## config.mk

```make
export PLATFORM = sky130hd
export DESIGN_NAME = sprite_move_with_box_collision_flat
export DESIGN_NICKNAME = d
export VERILOG_FILES = /design/src/design/smbc_pkg.sv /design/src/design/smbc_if.sv /design/src/design/smbc_pair_test.sv /design/src/design/sprite_move_with_box_collision.sv /design/src/flat_wrapper.sv
export SDC_FILE = /design/constraint.sdc
export NUM_CORES = 1
export LEC_CHECK = 0
export BUFFER_PORTS_ARGS = -buffer_cell sky130_fd_sc_hd__buf_2
export CAP_MARGIN = 20
export CORE_MARGIN = 1.5
export CORE_UTILIZATION = 45
export CTS_BUF_LIST = sky130_fd_sc_hd__clkbuf_4
export DETAILED_ROUTE_END_ITERATION = 7
export SLEW_MARGIN = 20
export SYNTH_ARGS = -nofsm -noshare
export SYNTH_HDL_FRONTEND = slang
export SYNTH_SLANG_ARGS = --single-unit
```

## constraint.sdc

```tcl
create_clock -name clk -period 11.5 [get_ports clk]
set_clock_uncertainty 0.2 [all_clocks]
set_input_delay 0 -clock clk [delete_from_list [all_inputs] [get_ports clk]]
set_output_delay 0 -clock clk [all_outputs]
set_load 0.005 [all_outputs]
```

## src/design/smbc_pkg.sv

```systemverilog
// Shared types, codes and box shape tables for the sprite mover.
`timescale 1ns / 1ps
`default_nettype none
package smbc_pkg;

	localparam int SPR_SIZE  = 20;
	localparam int BOX_COUNT = 11;
	localparam int VEL_LIMIT = 64;

	typedef logic [3:0] box_idx_t;
	typedef logic [4:0] box_ofs_t;

	localparam box_idx_t BOX_LAST = box_idx_t'(BOX_COUNT - 1);

	// request codes
	localparam logic [1:0] REQ_PRESS   = 2'd0;
	localparam logic [1:0] REQ_RELEASE = 2'd1;
	localparam logic [1:0] REQ_TICK    = 2'd2;

	// key directions
	localparam logic [1:0] DIR_UP    = 2'd0;
	localparam logic [1:0] DIR_DOWN  = 2'd1;
	localparam logic [1:0] DIR_LEFT  = 2'd2;
	localparam logic [1:0] DIR_RIGHT = 2'd3;

	// configuration register indexes
	localparam logic [1:0] CFG_STEP_SPEED = 2'd0;
	localparam logic [1:0] CFG_OTHER_X    = 2'd1;
	localparam logic [1:0] CFG_OTHER_Y    = 2'd2;

	// box edges relative to the sprite's top-left corner
	function automatic box_ofs_t box_left(input box_idx_t k);
		box_ofs_t r;
		unique case (k)
			4'd0, 4'd10: r = 5'd7;
			4'd1, 4'd9:  r = 5'd5;
			4'd2, 4'd8:  r = 5'd3;
			4'd3, 4'd7:  r = 5'd2;
			4'd4, 4'd6:  r = 5'd1;
			default:     r = 5'd0;
		endcase
		return r;
	endfunction

	function automatic box_ofs_t box_right(input box_idx_t k);
		return box_ofs_t'(SPR_SIZE) - box_left(k);
	endfunction

	function automatic box_ofs_t box_top(input box_idx_t k);
		box_ofs_t r;
		unique case (k)
			4'd0:    r = 5'd0;
			4'd1:    r = 5'd1;
			4'd2:    r = 5'd2;
			4'd3:    r = 5'd3;
			4'd4:    r = 5'd5;
			4'd5:    r = 5'd7;
			4'd6:    r = 5'd13;
			4'd7:    r = 5'd15;
			4'd8:    r = 5'd17;
			4'd9:    r = 5'd18;
			default: r = 5'd19;
		endcase
		return r;
	endfunction

	function automatic box_ofs_t box_bot(input box_idx_t k);
		box_ofs_t r;
		unique case (k)
			4'd0:    r = 5'd1;
			4'd1:    r = 5'd2;
			4'd2:    r = 5'd3;
			4'd3:    r = 5'd5;
			4'd4:    r = 5'd7;
			4'd5:    r = 5'd13;
			4'd6:    r = 5'd15;
			4'd7:    r = 5'd17;
			4'd8:    r = 5'd18;
			4'd9:    r = 5'd19;
			default: r = 5'd20;
		endcase
		return r;
	endfunction

	// velocity update with saturation at +/- VEL_LIMIT
	function automatic logic signed [7:0] vel_step(input logic signed [7:0] v,
			input logic [3:0] sp, input logic sub);
		logic signed [8:0] s;
		logic signed [7:0] r;
		s = sub ? (9'(v) - $signed({5'd0, sp})) : (9'(v) + $signed({5'd0, sp}));
		if (s > 9'sd64)
			r = 8'sd64;
		else if (s < -9'sd64)
			r = -8'sd64;
		else
			r = s[7:0];
		return r;
	endfunction

endpackage
`default_nettype wire

```

## src/design/smbc_if.sv

```systemverilog
// Handshake channels: request, result and configuration write.
`timescale 1ns / 1ps
`default_nettype none
interface smbc_req_if;
	logic       valid;
	logic       ready;
	logic [1:0] req_type;
	logic [1:0] direction;
	logic       is_repeat;
	modport source (output valid, output req_type, output direction, output is_repeat,
		input ready);
	modport sink (input valid, input req_type, input direction, input is_repeat,
		output ready);
endinterface

interface smbc_res_if;
	logic              valid;
	logic              ready;
	logic [9:0]        pos_x;
	logic [8:0]        pos_y;
	logic signed [7:0] vel_x;
	logic signed [7:0] vel_y;
	logic              blocked_x;
	logic              blocked_y;
	modport source (output valid, output pos_x, output pos_y, output vel_x, output vel_y,
		output blocked_x, output blocked_y, input ready);
	modport sink (input valid, input pos_x, input pos_y, input vel_x, input vel_y,
		input blocked_x, input blocked_y, output ready);
endinterface

interface smbc_cfg_if;
	logic       valid;
	logic       ready;
	logic [1:0] index;
	logic [9:0] data;
	modport source (output valid, output index, output data, input ready);
	modport sink (input valid, input index, input data, output ready);
endinterface
`default_nettype wire

```

## src/design/smbc_pair_test.sv

```systemverilog
// Overlap test of one box pair given the offset between the two sprites.
`timescale 1ns / 1ps
`default_nettype none
module smbc_pair_test
	import smbc_pkg::*;
#(
	parameter int DW = 13
) (
	input  wire logic signed [DW-1:0] dx,
	input  wire logic signed [DW-1:0] dy,
	input  wire box_idx_t             idx_a,
	input  wire box_idx_t             idx_b,
	output logic                      hit
);
	function automatic logic signed [DW-1:0] ext(input box_ofs_t v);
		return DW'($signed({1'b0, v}));
	endfunction

	logic sep_y0, sep_y1, sep_x0, sep_x1;

	// strict separation: a touching edge is no overlap
	assign sep_y0 = (dy + ext(box_bot(idx_a)))   <= ext(box_top(idx_b));
	assign sep_y1 = (dy + ext(box_top(idx_a)))   >= ext(box_bot(idx_b));
	assign sep_x0 = (dx + ext(box_right(idx_a))) <= ext(box_left(idx_b));
	assign sep_x1 = (dx + ext(box_left(idx_a)))  >= ext(box_right(idx_b));
	assign hit = !(sep_y0 || sep_y1 || sep_x0 || sep_x1);
endmodule
`default_nettype wire

```

## src/design/sprite_move_with_box_collision.sv

```systemverilog
// Top level: sprite position/velocity keeper with box-set collision against one obstacle.
`timescale 1ns / 1ps
`default_nettype none
// Sprite mover. Key beats (press/release, non-repeat) add or subtract step_speed on
// one velocity axis, saturating at +/-64. A tick beat moves along x, then along y;
// each move is undone if the sprite leaves the field or any of its 11 row boxes
// overlaps a box of the obstacle at (other_x, other_y). The overlap check runs
// through one shared pair-test unit, one box pair per cycle, and stops at the
// first hit or when the move leaves the field. Request type 3 and repeat keys
// change nothing but still return a result. The input is held off (req.ready low)
// while an item is in work; one finished result may wait in the output register
// while the next beat is accepted. Config writes are always taken and should only
// be issued while the block is idle.
module sprite_move_with_box_collision
	import smbc_pkg::*;
#(
	parameter int FIELD_WIDTH  = 640,
	parameter int FIELD_HEIGHT = 480
) (
	input  wire logic  clk,
	input  wire logic  arst_n,
	smbc_req_if.sink   req,
	smbc_res_if.source res,
	smbc_cfg_if.sink   cfg
);
	localparam int XW  = $clog2(FIELD_WIDTH);
	localparam int YW  = $clog2(FIELD_HEIGHT);
	localparam int MW  = (XW > YW) ? XW : YW;
	localparam int DW  = ((MW > 10) ? MW : 10) + 3;
	localparam logic signed [DW-1:0] X_MAX = DW'(FIELD_WIDTH - SPR_SIZE);
	localparam logic signed [DW-1:0] Y_MAX = DW'(FIELD_HEIGHT - SPR_SIZE);

	localparam logic [1:0] ST_IDLE  = 2'd0;
	localparam logic [1:0] ST_SETUP = 2'd1;
	localparam logic [1:0] ST_SCAN  = 2'd2;
	localparam logic [1:0] ST_DONE  = 2'd3;

	logic [1:0]        state_q;
	logic              axis_q;      // 0: x move, 1: y move
	box_idx_t          ia_q, ib_q;
	logic signed [DW-1:0] cand_q, dx_q, dy_q;
	logic              oob_q;

	logic [XW-1:0]     sx_q;
	logic [YW-1:0]     sy_q;
	logic signed [7:0] vx_q, vy_q;
	logic              bx_q, by_q;

	logic [3:0]        step_speed_q;
	logic [9:0]        other_x_q;
	logic [8:0]        other_y_q;

	logic              ovalid_q;
	logic [9:0]        o_pos_x_q;
	logic [8:0]        o_pos_y_q;
	logic signed [7:0] o_vel_x_q, o_vel_y_q;
	logic              o_bx_q, o_by_q;

	// setup arithmetic
	logic signed [DW-1:0] sx_e, sy_e, ox_e, oy_e, nx, ny;
	logic                 pair_hit, last_pair, out_free, key_sub, in_acc;

	assign sx_e = DW'($signed({1'b0, sx_q}));
	assign sy_e = DW'($signed({1'b0, sy_q}));
	assign ox_e = DW'($signed({1'b0, other_x_q}));
	assign oy_e = DW'($signed({1'b0, other_y_q}));
	assign nx   = sx_e + DW'(vx_q);
	assign ny   = sy_e + DW'(vy_q);

	assign last_pair = (ia_q == BOX_LAST) && (ib_q == BOX_LAST);
	assign out_free  = !ovalid_q || res.ready;
	assign req.ready = (state_q == ST_IDLE);
	assign in_acc    = req.valid && req.ready;
	assign cfg.ready = 1'b1;

	// up/left press and down/right release move the velocity negative
	assign key_sub = ((req.direction == DIR_UP) || (req.direction == DIR_LEFT))
		^ (req.req_type == REQ_RELEASE);

	smbc_pair_test #(.DW(DW)) u_pair (
		.dx    (dx_q),
		.dy    (dy_q),
		.idx_a (ia_q),
		.idx_b (ib_q),
		.hit   (pair_hit)
	);

	// configuration registers
	always_ff @(posedge clk or negedge arst_n) begin
		if (!arst_n) begin
			step_speed_q <= 4'd1;
			other_x_q    <= 10'd160;
			other_y_q    <= 9'd120;
		end else if (cfg.valid) begin
			unique case (cfg.index)
				CFG_STEP_SPEED: step_speed_q <= cfg.data[3:0];
				CFG_OTHER_X:    other_x_q    <= cfg.data;
				CFG_OTHER_Y:    other_y_q    <= cfg.data[8:0];
				default: ;
			endcase
		end
	end

	// sequencer and sprite state
	always_ff @(posedge clk or negedge arst_n) begin
		if (!arst_n) begin
			state_q <= ST_IDLE;
			axis_q  <= 1'b0;
			sx_q    <= '0;
			sy_q    <= '0;
			vx_q    <= '0;
			vy_q    <= '0;
			bx_q    <= 1'b0;
			by_q    <= 1'b0;
			ia_q    <= '0;
			ib_q    <= '0;
			cand_q  <= '0;
			dx_q    <= '0;
			dy_q    <= '0;
			oob_q   <= 1'b0;
		end else begin
			unique case (state_q)
				ST_IDLE: begin
					if (in_acc) begin
						bx_q   <= 1'b0;
						by_q   <= 1'b0;
						axis_q <= 1'b0;
						if (req.req_type == REQ_TICK) begin
							state_q <= ST_SETUP;
						end else begin
							state_q <= ST_DONE;
							if (((req.req_type == REQ_PRESS) || (req.req_type == REQ_RELEASE))
									&& !req.is_repeat) begin
								if ((req.direction == DIR_UP) || (req.direction == DIR_DOWN))
									vy_q <= vel_step(vy_q, step_speed_q, key_sub);
								else
									vx_q <= vel_step(vx_q, step_speed_q, key_sub);
							end
						end
					end
				end
				ST_SETUP: begin
					// candidate position and offset to the obstacle for this axis
					ia_q    <= '0;
					ib_q    <= '0;
					state_q <= ST_SCAN;
					if (!axis_q) begin
						cand_q <= nx;
						dx_q   <= nx - ox_e;
						dy_q   <= sy_e - oy_e;
						oob_q  <= (nx < 0) || (nx > X_MAX);
					end else begin
						cand_q <= ny;
						dx_q   <= sx_e - ox_e;
						dy_q   <= ny - oy_e;
						oob_q  <= (ny < 0) || (ny > Y_MAX);
					end
				end
				ST_SCAN: begin
					if (oob_q || pair_hit || last_pair) begin
						// blocked moves leave the position alone
						if (!axis_q) begin
							bx_q <= oob_q || pair_hit;
							if (!(oob_q || pair_hit))
								sx_q <= cand_q[XW-1:0];
							axis_q  <= 1'b1;
							state_q <= ST_SETUP;
						end else begin
							by_q <= oob_q || pair_hit;
							if (!(oob_q || pair_hit))
								sy_q <= cand_q[YW-1:0];
							state_q <= ST_DONE;
						end
					end else if (ib_q == BOX_LAST) begin
						ib_q <= '0;
						ia_q <= ia_q + box_idx_t'(1);
					end else begin
						ib_q <= ib_q + box_idx_t'(1);
					end
				end
				ST_DONE: begin
					if (out_free)
						state_q <= ST_IDLE;
				end
				default: state_q <= ST_IDLE;
			endcase
		end
	end

	// output register
	always_ff @(posedge clk or negedge arst_n) begin
		if (!arst_n) begin
			ovalid_q <= 1'b0;
		end else if ((state_q == ST_DONE) && out_free) begin
			ovalid_q <= 1'b1;
		end else if (res.ready) begin
			ovalid_q <= 1'b0;
		end
	end

	always_ff @(posedge clk) begin
		if ((state_q == ST_DONE) && out_free) begin
			o_pos_x_q <= 10'(sx_q);
			o_pos_y_q <= 9'(sy_q);
			o_vel_x_q <= vx_q;
			o_vel_y_q <= vy_q;
			o_bx_q    <= bx_q;
			o_by_q    <= by_q;
		end
	end

	assign res.valid     = ovalid_q;
	assign res.pos_x     = o_pos_x_q;
	assign res.pos_y     = o_pos_y_q;
	assign res.vel_x     = o_vel_x_q;
	assign res.vel_y     = o_vel_y_q;
	assign res.blocked_x = o_bx_q;
	assign res.blocked_y = o_by_q;
endmodule
`default_nettype wire

```

## src/flat_wrapper.sv

```systemverilog
// flat-port wrapper written by rule: the top's interface ports become plain ports
module sprite_move_with_box_collision_flat import smbc_pkg::*;
#(
	parameter int FIELD_WIDTH  = 640,
	parameter int FIELD_HEIGHT = 480
)
  (clk, arst_n, req_valid, req_req_type, req_direction, req_is_repeat, req_ready, res_valid, res_pos_x, res_pos_y, res_vel_x, res_vel_y, res_blocked_x, res_blocked_y, res_ready, cfg_valid, cfg_index, cfg_data, cfg_ready);
  smbc_req_if req_i ();
  smbc_res_if res_i ();
  smbc_cfg_if cfg_i ();
  input  wire logic clk;
  input  wire logic arst_n;
  input wire logic [$bits(req_i.valid)-1:0] req_valid;
  input wire logic [$bits(req_i.req_type)-1:0] req_req_type;
  input wire logic [$bits(req_i.direction)-1:0] req_direction;
  input wire logic [$bits(req_i.is_repeat)-1:0] req_is_repeat;
  output wire logic [$bits(req_i.ready)-1:0] req_ready;
  output wire logic [$bits(res_i.valid)-1:0] res_valid;
  output wire logic [$bits(res_i.pos_x)-1:0] res_pos_x;
  output wire logic [$bits(res_i.pos_y)-1:0] res_pos_y;
  output wire logic [$bits(res_i.vel_x)-1:0] res_vel_x;
  output wire logic [$bits(res_i.vel_y)-1:0] res_vel_y;
  output wire logic [$bits(res_i.blocked_x)-1:0] res_blocked_x;
  output wire logic [$bits(res_i.blocked_y)-1:0] res_blocked_y;
  input wire logic [$bits(res_i.ready)-1:0] res_ready;
  input wire logic [$bits(cfg_i.valid)-1:0] cfg_valid;
  input wire logic [$bits(cfg_i.index)-1:0] cfg_index;
  input wire logic [$bits(cfg_i.data)-1:0] cfg_data;
  output wire logic [$bits(cfg_i.ready)-1:0] cfg_ready;
  assign req_i.valid = req_valid;
  assign req_i.req_type = req_req_type;
  assign req_i.direction = req_direction;
  assign req_i.is_repeat = req_is_repeat;
  assign req_ready = req_i.ready;
  assign res_valid = res_i.valid;
  assign res_pos_x = res_i.pos_x;
  assign res_pos_y = res_i.pos_y;
  assign res_vel_x = res_i.vel_x;
  assign res_vel_y = res_i.vel_y;
  assign res_blocked_x = res_i.blocked_x;
  assign res_blocked_y = res_i.blocked_y;
  assign res_i.ready = res_ready;
  assign cfg_i.valid = cfg_valid;
  assign cfg_i.index = cfg_index;
  assign cfg_i.data = cfg_data;
  assign cfg_ready = cfg_i.ready;
  sprite_move_with_box_collision #(.FIELD_WIDTH(FIELD_WIDTH), .FIELD_HEIGHT(FIELD_HEIGHT)) u_core (.clk(clk), .arst_n(arst_n), .req(req_i), .res(res_i), .cfg(cfg_i));
endmodule
```

==> results.toml, run 1 <==
[clocking]
clk_pin_slew_ns = 0.13
ctsResizeCount = 0
root_buffer = "clkbuf_4"
insertion_delay_ns = 0.56
cts_buffer_depth = 2
h-tree-depth = 4
cts_tree = "built"
cts_setup_buffers = 0
cts_buffers = 17
clock_sinks = 145

[synthesis]
synth_cells = 1207
synth_warnings = 0
synth_seq_cells = 145
seq_area_frac_synth = 0.338
synthArstFlopShare = 0.745
synth_edf_count = 37
synth_ff_type = "dfrtp_1"
netlist_area_um2 = 11300
synthesis.nets = 1374
ys_types = 84
synth.avg_cell_area_um2 = 9.38

[detailed_routing]
wl_per_cell_um = 17.2
post-route-drc-count = 0
wl_mm = 28.1
firstDrtPassIters = 5
via_per_inst = 5.49
drt_iter0_drc = 545
num_vias = 8954
drtAntennaViolNets = 0

[worst_setup_path]
cp_slowest_cell = "dfrtp_1"
path_cells = "nor2_1 -> nand2_1 -> o21ai_0 -> ha_1 -> fa_1 -> a21oi_1 -> nor2_1 -> xor2_1 -> ha_1 -> nor4_1 -> o211ai_1 -> a21oi_1 -> a31oi_1 -> a211oi_2 -> o211ai_4 -> a31oi_2 -> a2bb2oi_1 -> dlygate4sd3_1"
path_class = "flop to flop"
setup.worst_path.start = "u_core.ia_q[3]"
required_ns = 11.81
end_kind = "flop"
r2r-start = "u_core.ia_q[3]"
cp.arrival_ns = 5.49
path_max_fanout = 17
critical_path.max_stage_delay_ns = 0.66
start_kind = "flop"

[power]
power_density_nw_per_um2 = 238
p_total_mw = 3.00
leakagePower_nw = 5.75
irDropWorstVdd_mv = 0.0983

[timing]
fin_crit_sh = 0.450
post-route-min-period_ns = 5.18
rsz0062_at_grt = "false"
maxSlewHeadroom = 0.276
hold_viol_final = 0
fmax_ghz = 0.193
worstMarginPinSlew_ns = 1.08
setup_viol = 0
report.final.slew_viol_count = 0
tns_ns = 0

[die]
ios = 62
initial_utilization = 0.463
die_h_um = 162
die_width_um = 162
core_um2 = 24500
die-area_um2 = 26100
placementRows = 57

[placement]
post-dp-hpwl_mm = 21.6
dp_cells = 1560
io_buffer_count = 60
dpl_cell_area_um2 = 11900
routabilityCongestion = 0.881

[cells_and_area]
nets = 1460
finalInstanceArea_um2 = 12600
post_layout_nonfiller_instances = 1631
layout_commonest_cell = "ha_1"
layout.cells.most_common_list = "ha_1 (132), dfrtp_1 (100), a21oi_1 (94)"
syn2layout_area_growth_pct = 11.2
drive_above_1_share = 0.139
final_core_util = 0.514

[hold_path]
worstHoldStart = "cfg_data[4]"
hold_path_class = "primary input to flop"

[grt]
grt_pass1_vias = 8624
grt_util_all_layers = 0.221
grt_max_degree = 59
grt_pass1_wl_mm = 45.3
grt_antenna_before_repair = 1
grt_overflow = 0

[run_status]
status = "finished, final reports clean"

[run]
drv_cap = 0
-- power by group --
| group | switching [mW] | internal (mW) | total (mW) |
|---|---|---|---|
| logic | 1.02 | 0.777 | 1.79 |
| clock network | 0.178 | 0.140 | 0.318 |
| registers | 0.193 | 0.691 | 0.885 |
| total | 1.39 | 1.61 | 3.00 |
-- timing repair --
action                                 4_1_cts  5_1_grt
setup endpoints to repair                    0        0
endpoints found under the hold margin       95        0
hold buffers                                38        0
-- cell usage after synthesis, drive strengths merged (12+ instances only) --
library cell | n | area share
or2 | 12 | 0.0066
clkbuf | 18 | 0.0060
xor2 | 29 | 0.022
xnor2 | 45 | 0.035
o211ai | 20 | 0.014
mux2i | 15 | 0.013
dfrtp | 101 | 0.22
a31oi | 14 | 0.0083
fa | 12 | 0.021
mux2 | 47 | 0.050
ha | 133 | 0.15
nand2 | 81 | 0.027
nand2b | 16 | 0.0088
buf | 18 | 0.0080
nor3 | 24 | 0.011
a21oi | 96 | 0.043
o21ai | 76 | 0.034
inv | 94 | 0.031
a21o | 18 | 0.012
edfxtp | 37 | 0.098
nor2 | 93 | 0.031
nor2b | 31 | 0.017
o31ai | 20 | 0.014
nand3 | 28 | 0.012
-- final timing paths --
path	slack [ns]	endpoint	depth (start not counted)
hold / removal	0.04	u_core.other_y_q[4]	3
min in group asynchronous	0.33	u_core.other_y_q[3]	3
hold reg to reg	0.29	u_core.res.blocked_x	0
setup reg to reg	6.32	u_core.state_q[0]	18
max in group asynchronous	10.01	u_core.other_x_q[6]	4
setup / recovery	6.32	u_core.state_q[0]	18
-- through the flow --
step / hold slack, ns / setup WS (ns)
final: 0.0400 / 6.32
after detailed placement: -0.112 / 6.63
after floorplan: -0.496 / 7.31
after CTS: 0.00749 / 6.35
after global routing: 0.0190 / 5.95
after global placement: -0.112 / 6.68
-- cell families (layout without fill, tap and decap cells) --
family | count (synthesis) | in the layout | synth area share
AND/OR/NAND/NOR | 333 | 333 | 0.148
AO/OA/AOI/OAI | 317 | 317 | 0.180
adder cells (fa/ha/maj) | 145 | 145 | 0.168
flip-flops | 145 | 145 | 0.338
buffers and inverters | 130 | 229 | 0.0451
XOR/XNOR | 74 | 74 | 0.0573
multiplexers | 62 | 62 | 0.0637
other | 1 | 2 | 0.000331
-- worst max-delay path: cells and delay by family, from the launching register on --
kind            cells  cell delay [ns]
xor+xnor            1             0.16
fa+ha+maj           3             0.97
simple gates        4             0.55
compound gates      9             2.01
flops               1             0.66
buf+inv             1             0.56
-- layer usage --
metal	wire length, µm	track usage
met3	566	0.0244
met5	0	0
met2	13900	0.383
met1	13100	0.291
met4	459	0.0623
-- final cells by class --
class	count	area [µm²]
fillers	2286	11900
multi-input cells	932	6990
flip-flops and latches	145	3820
repair buffers	103	738
well taps	324	405
inverters	94	353
clock buffers	23	173
clock inverters	9	93.8
diodes	1	2.50
-- sequential cells by signal, indices dropped and copies added (netlist names), 9 cells and up --
register / count
u_core.dx_q: 13
u_core.cand_q: 10
u_core.other_y_q: 9
u_core.sy_q: 9
u_core.other_x_q: 10
u_core.sx_q: 10
u_core.dy_q: 12
u_core.res.pos_x: 10
u_core.res.pos_y: 9
Power figures use the tool's default switching activity.
==> run 2: changes to the inputs <==
==> constraint.sdc (replaced) <==
create_clock -name clk -period 4.9 [get_ports clk]
set_clock_uncertainty 0.2 [all_clocks]
set_input_delay 0 -clock clk [delete_from_list [all_inputs] [get_ports clk]]
set_output_delay 0 -clock clk [all_outputs]
set_load 0.005 [all_outputs]
==> results.toml, run 2 (synthesis results as in run 1) <==
[run_status]
status = "finished, final reports clean"

[worst_setup_path]
r2r_cells = 18
crit_family = "compound AO/OA/AOI/OAI gates"
endpoint = "u_core.sx_q[6]"
path_max_fanout = 10
required_ns = 5.15
r2r-start = "u_core.ia_q[0]"
path_cells = "inv_1 -> ha_1 -> mux2i_1 -> o2bb2ai_1 -> fa_1 -> a21o_1 -> a21oi_1 -> xnor2_1 -> ha_1 -> nand2_1 -> o22ai_1 -> a21oi_1 -> a2111oi_0 -> nand3_1 -> o211ai_4 -> nand4_4 -> buf_12 -> mux2_4"
crit_cells = 18
path_class = "flop to flop"
cp_slowest_cell = "fa_1"
critical_path.max_stage_delay_ns = 0.48
start_kind = "flop"
reg2reg_slack_ns = 0.32
setup.worst_path.start = "u_core.ia_q[0]"
reg2reg_to = "u_core.sx_q[6]"
path_buf_inv = 2
cp.arrival_ns = 4.83
end_kind = "flop"

[timing]
hold_viol_final = 0
setup_viol = 0
rsz0062_at_grt = "false"
worstMarginPinSlew_ns = 0.980
fmax_ghz = 0.218
maxSlewHeadroom = 0.347
report.final.slew_viol_count = 0
fin_crit_sh = 0.935
tns_ns = 0
post-route-min-period_ns = 4.58

[power]
leakagePower_nw = 5.77
irDropWorstVdd_mv = 0.300
pwr-share-seq = 0.292
combPwrFrac = 0.600
power_density_nw_per_um2 = 560
p_total_mw = 7.07
p_sw_mw = 3.30
swShare = 0.467
intPower_mw = 3.77
pwr-share-clk = 0.108

[cells_and_area]
finalInstanceArea_um2 = 12600
post_layout_nonfiller_instances = 1635
reg_top3 = "u_core.dx_q x13, u_core.dy_q x12"
layout_commonest_cell = "ha_1"
nets = 1464
largest_register_ffs = 13
final_core_util = 0.516
drive_above_1_share = 0.148
layout.cells.most_common_list = "ha_1 (132), dfrtp_1 (98), a21oi_1 (93), inv_1 (93), nor2_1 (93)"
regMostFlops = "u_core.dx_q"
syn2layout_area_growth_pct = 11.6

[grt]
grt_overflow = 0
grt_antenna_before_repair = 1
grt_pass1_vias = 8943
grt_util_all_layers = 0.228
grt_pass1_wl_mm = 46.6
grt_max_degree = 68

[die]
core_um2 = 24500
die-area_um2 = 26100
initial_utilization = 0.463
ios = 62
die_width_um = 162
die_h_um = 162
placementRows = 57

[clocking]
cts_tree = "built"
h-tree-depth = 4
insertion_delay_ns = 0.56
cts_buffers = 17
cts_buffer_depth = 2
clock_sinks = 145
clk_pin_slew_ns = 0.13
root_buffer = "clkbuf_4"

[detailed_routing]
top_layer = "met4"
firstDrtPassIters = 5
wl_mm = 28.6
num_vias = 9032
via_per_inst = 5.52
post-route-drc-count = 0
drt_iter0_drc = 438
wl_met3_um = 697
wl_met1_mm = 13.1
wl_per_cell_um = 17.5
routed-wl-met2_mm = 14.1
drtAntennaViolNets = 0

[hold_path]
hold_path_class = "primary input to flop"

[run]
drv_cap = 0

[placement]
routabilityCongestion = 0.913
post-dp-hpwl_mm = 21.9
io_buffer_count = 60
dpl_cell_area_um2 = 11900
dp_cells = 1564
## run 2: cell count changes in the layout (fill, tap and decap cells not counted), sizes merged
cell | previous run | this run
clkbuf | 23 | 18
inv | 94 | 96
buf | 66 | 73
dlygate4sd3 | 37 | 34
clkinvlp | 1 | 4
## run 2: worst min-delay path by stage
stage | from | end | slack (ns) | cells after the start
after floorplan | arst_n | u_core.axis_q | -0.50 | 0
after global placement | arst_n | u_core.vy_q[1] | -0.004 | 1
after detailed placement | arst_n | u_core.vy_q[1] | 0.003 | 1
after CTS | cfg_data[1] | u_core.other_y_q[1] | 0.006 | 3
after global routing | cfg_data[2] | u_core.other_x_q[2] | 0.02 | 3
final | cfg_data[3] | u_core.other_x_q[3] | 0.04 | 3
## run 2: repair_timing
item | CTS | global route
buffers inserted | 0 | 3
resized for setup | 0 | 4
endpoints found under the hold margin | 127 | 0
endpoints found under the setup margin | 0 | 29
hold buffers | 35 | 0
## run 2: power groups by stage
stage / Combinational (mW) / Sequential [mW] / Clock [mW]
after global routing: 4.81 / 2.13 / 0.837
after CTS: 4.24 / 2.06 / 0.786
after detailed placement: 4.18 / 2.08 / 0
after global placement: 4.10 / 2.08 / 0
after floorplan: 3.31 / 1.90 / 0
final: 4.24 / 2.06 / 0.765
## run 2: worst reg2reg max path, stage by stage (launching register included)
cell       delay, ns
dfrtp_2         0.47
inv_1           0.14
ha_1            0.36
mux2i_1         0.16
o2bb2ai_1       0.15
fa_1            0.48
a21o_1          0.18
a21oi_1         0.17
xnor2_1         0.09
ha_1            0.30
nand2_1         0.06
o22ai_1         0.12
a21oi_1         0.06
a2111oi_0       0.45
nand3_1         0.20
o211ai_4        0.23
nand4_4         0.15
buf_12          0.22
mux2_4          0.30
## run 2: final cells by class
cell class,instances,area [µm²]
antenna,1,2.50
clock inverter,14,140
tap,324,405
fill,2329,11800
clock buffer,18,135
timing repair buffer,107,773
multi-input combinational,932,7000
sequential,145,3830
inverter,94,353
## run 2: per-layer routing
metal / track usage / vias to the layer above
met3: 0.0244 / 38
met1: 0.292 / 4341
li1: - / 4507
met4: 0.0779 / 0
met5: 0 / -
met2: 0.399 / 146
## run 2: stage by stage
step | hold WS (ns) | setup slack [ns]
2_1_floorplan | -0.496 | 0.713
3_3_place_gp | -0.00440 | 0.156
3_5_place_dp | 0.00328 | 0.0278
4_1_cts | 0.00583 | 0.0200
5_1_grt | 0.0167 | 0.0215
6_report | 0.0448 | 0.317
==> run 3: changes to the inputs <==
--- a/config.mk
+++ b/config.mk
@@ -8,9 +8,10 @@
 export BUFFER_PORTS_ARGS = -buffer_cell sky130_fd_sc_hd__buf_2
 export CAP_MARGIN = 20
 export CORE_MARGIN = 1.5
-export CORE_UTILIZATION = 45
+export CORE_UTILIZATION = 25
 export CTS_BUF_LIST = sky130_fd_sc_hd__clkbuf_4
 export DETAILED_ROUTE_END_ITERATION = 7
+export MAX_ROUTING_LAYER = met4
 export SLEW_MARGIN = 20
 export SYNTH_ARGS = -nofsm -noshare
 export SYNTH_HDL_FRONTEND = slang
==> results.toml, run 3 (synthesis results as in run 1) <==
[worst_setup_path]
path_cells = "inv_1 -> ha_1 -> nor2_1 -> nand2_1 -> o21ai_0 -> o21ai_0 -> inv_1 -> ha_1 -> inv_1 -> ha_1 -> a21o_1 -> a211o_1 -> o211ai_1 -> a31oi_1 -> a211oi_2 -> o211ai_4 -> buf_6 -> a31oi_2 -> mux2_1"
path_class = "flop to flop"
end_kind = "flop"
crit_family = "compound AO/OA/AOI/OAI gates"
required_ns = 5.17
cp_slowest_cell = "dfrtp_1"
path_buf_inv = 4
start_kind = "flop"
path_max_fanout = 10
cp.arrival_ns = 4.82
critical_path.max_stage_delay_ns = 0.48

[clocking]
clock_sinks = 145
h-tree-depth = 4
clk_pin_slew_ns = 0.14
cts_tree = "built"
root_buffer = "clkbuf_4"
insertion_delay_ns = 0.59
cts_buffer_depth = 2
cts_buffers = 17

[die]
die_h_um = 216
placementRows = 77
die-area_um2 = 46500
die_width_um = 216
initial_utilization = 0.255
core_um2 = 44400
ios = 62

[power]
irDropWorstVdd_mv = 0.229
power_density_nw_per_um2 = 545
leakagePower_nw = 5.77
swShare = 0.478
intPower_mw = 3.69
pwr-share-clk = 0.102
pwr-share-seq = 0.292
p_sw_mw = 3.38
combPwrFrac = 0.605

[cells_and_area]
largest_register_ffs = 13
reg_top3 = "u_core.dx_q x13, u_core.dy_q x12"
layout_commonest_cell = "ha_1"
regMostFlops = "u_core.dx_q"
drive_above_1_share = 0.150
n_fill_cell = 4611
syn2layout_area_growth_pct = 14.7
layout.cells.most_common_list = "ha_1 (132), dfrtp_1 (98), a21oi_1 (93), inv_1 (93), nor2_1 (93)"
nets = 1467

[timing]
holdWs_ns = 0.0271
rsz0062_at_grt = "false"
fin_crit_sh = 0.928
post-route-min-period_ns = 4.55
hold_viol_final = 0
worstMarginPinSlew_ns = 0.810
report.final.slew_viol_count = 0
setup_viol = 0
fmax_ghz = 0.220
tns_ns = 0
maxSlewHeadroom = 0.459

[run_status]
status = "finished, final reports clean"

[hold_path]
hold_path_class = "primary input to flop"

[grt]
grt_overflow = 0
grt_max_degree = 60
grt_antenna_before_repair = 2
grt_pass1_wl_mm = 48.3
grt_util_all_layers = 0.134
grt_pass1_vias = 9040

[detailed_routing]
num_vias = 9067
post-route-drc-count = 0
via_per_inst = 4.75
wl_mm = 29.7
drt_iter0_drc = 511
drtAntennaViolNets = 0
wl_per_cell_um = 15.6
firstDrtPassIters = 5

[run]
drv_cap = 0

[placement]
post-dp-hpwl_mm = 22.9
routabilityCongestion = 0.898
io_buffer_count = 60
-- run 3: cell count changes in the layout (fill, tap and decap cells not counted), moves of 2 or more --
| cell | delta |
|---|---|
| clkinvlp_4 | -3 |
| dlygate4sd3_1 | +2 |
| inv_6 | +3 |
| bufinv_16 | -2 |
| inv_8 | +2 |
| clkinv_4 | +2 |
-- run 3: through the flow --
stage / cell area, µm² / util / instances / setup WS (ns) / total power [mW]
finish: 13000 / 0.292 / 1907 / 0.352 / 7.07
floorplan: 11300 / - / 1207 / 0.713 / 5.21
global route: 13000 / 0.292 / 1907 / 0.0398 / 7.79
global placement: 12300 / 0.277 / 1833 / 0.160 / 6.17
detailed placement: 12300 / 0.277 / 1833 / 0.0123 / 6.29
CTS: 12900 / 0.291 / 1902 / 0.0846 / 7.09
-- run 3: timing repair --
action	4_1_cts	5_1_grt
setup endpoints to repair	1	32
pin swaps	0	2
hold endpoints to repair	114	0
hold buffers	37	0
gates cloned	0	0
gates resized for setup	1	7
buffers inserted	0	3
-- run 3: power by group through the flow --
stage	registers, mW	logic (mW)	clock network [mW]
5_1_grt	2.13	4.86	0.803
4_1_cts	2.07	4.28	0.751
6_report	2.07	4.28	0.724
3_5_place_dp	2.09	4.21	0
3_3_place_gp	2.08	4.09	0
2_1_floorplan	1.90	3.31	0
-- run 3: area by class of cell --
type | instances | area [µm²] | share of cell area
multi-input combinational | 932 | 7010 | 0.540
sequential | 145 | 3830 | 0.295
timing repair buffer | 110 | 792 | 0.0610
tap | 592 | 741 | 0.0571
inverter | 94 | 353 | 0.0272
clock buffer | 17 | 128 | 0.00984
clock inverter | 15 | 121 | 0.00935
antenna | 2 | 5.00 | 0.000386
-- run 3: path summary, 6_finish.rpt --
path | from | end | slack (ns) | cells after the start
setup / recovery | u_core.ib_q[0] | u_core.state_q[1] | 0.35 | 19
hold / removal | cfg_data[5] | u_core.other_x_q[5] | 0.03 | 3
setup reg to reg | u_core.ib_q[0] | u_core.state_q[1] | 0.35 | 19
hold reg to reg | u_core.bx_q | u_core.res.blocked_x | 0.31 | 0
max in group asynchronous | arst_n | u_core.cand_q[2] | 3.50 | 4
min in group asynchronous | arst_n | u_core.step_speed_q[0] | 0.40 | 3
-- run 3: per-layer routing --
| metal | share of wire | GRT usage | up-vias |
|---|---|---|---|
| met5 | 0 | - | - |
| met1 | 0.46 | 0.163 | 4402 |
| li1 | - | - | 4512 |
| met2 | 0.50 | 0.229 | 119 |
| met4 | 0.024 | 0.0389 | 0 |
| met3 | 0.021 | 0.0187 | 34 |
-- run 3: worst min-delay path: cells and delay by family --
kind	cells	cell delay (ns)
buffers and inverters	2	0.65
muxes	1	0.14
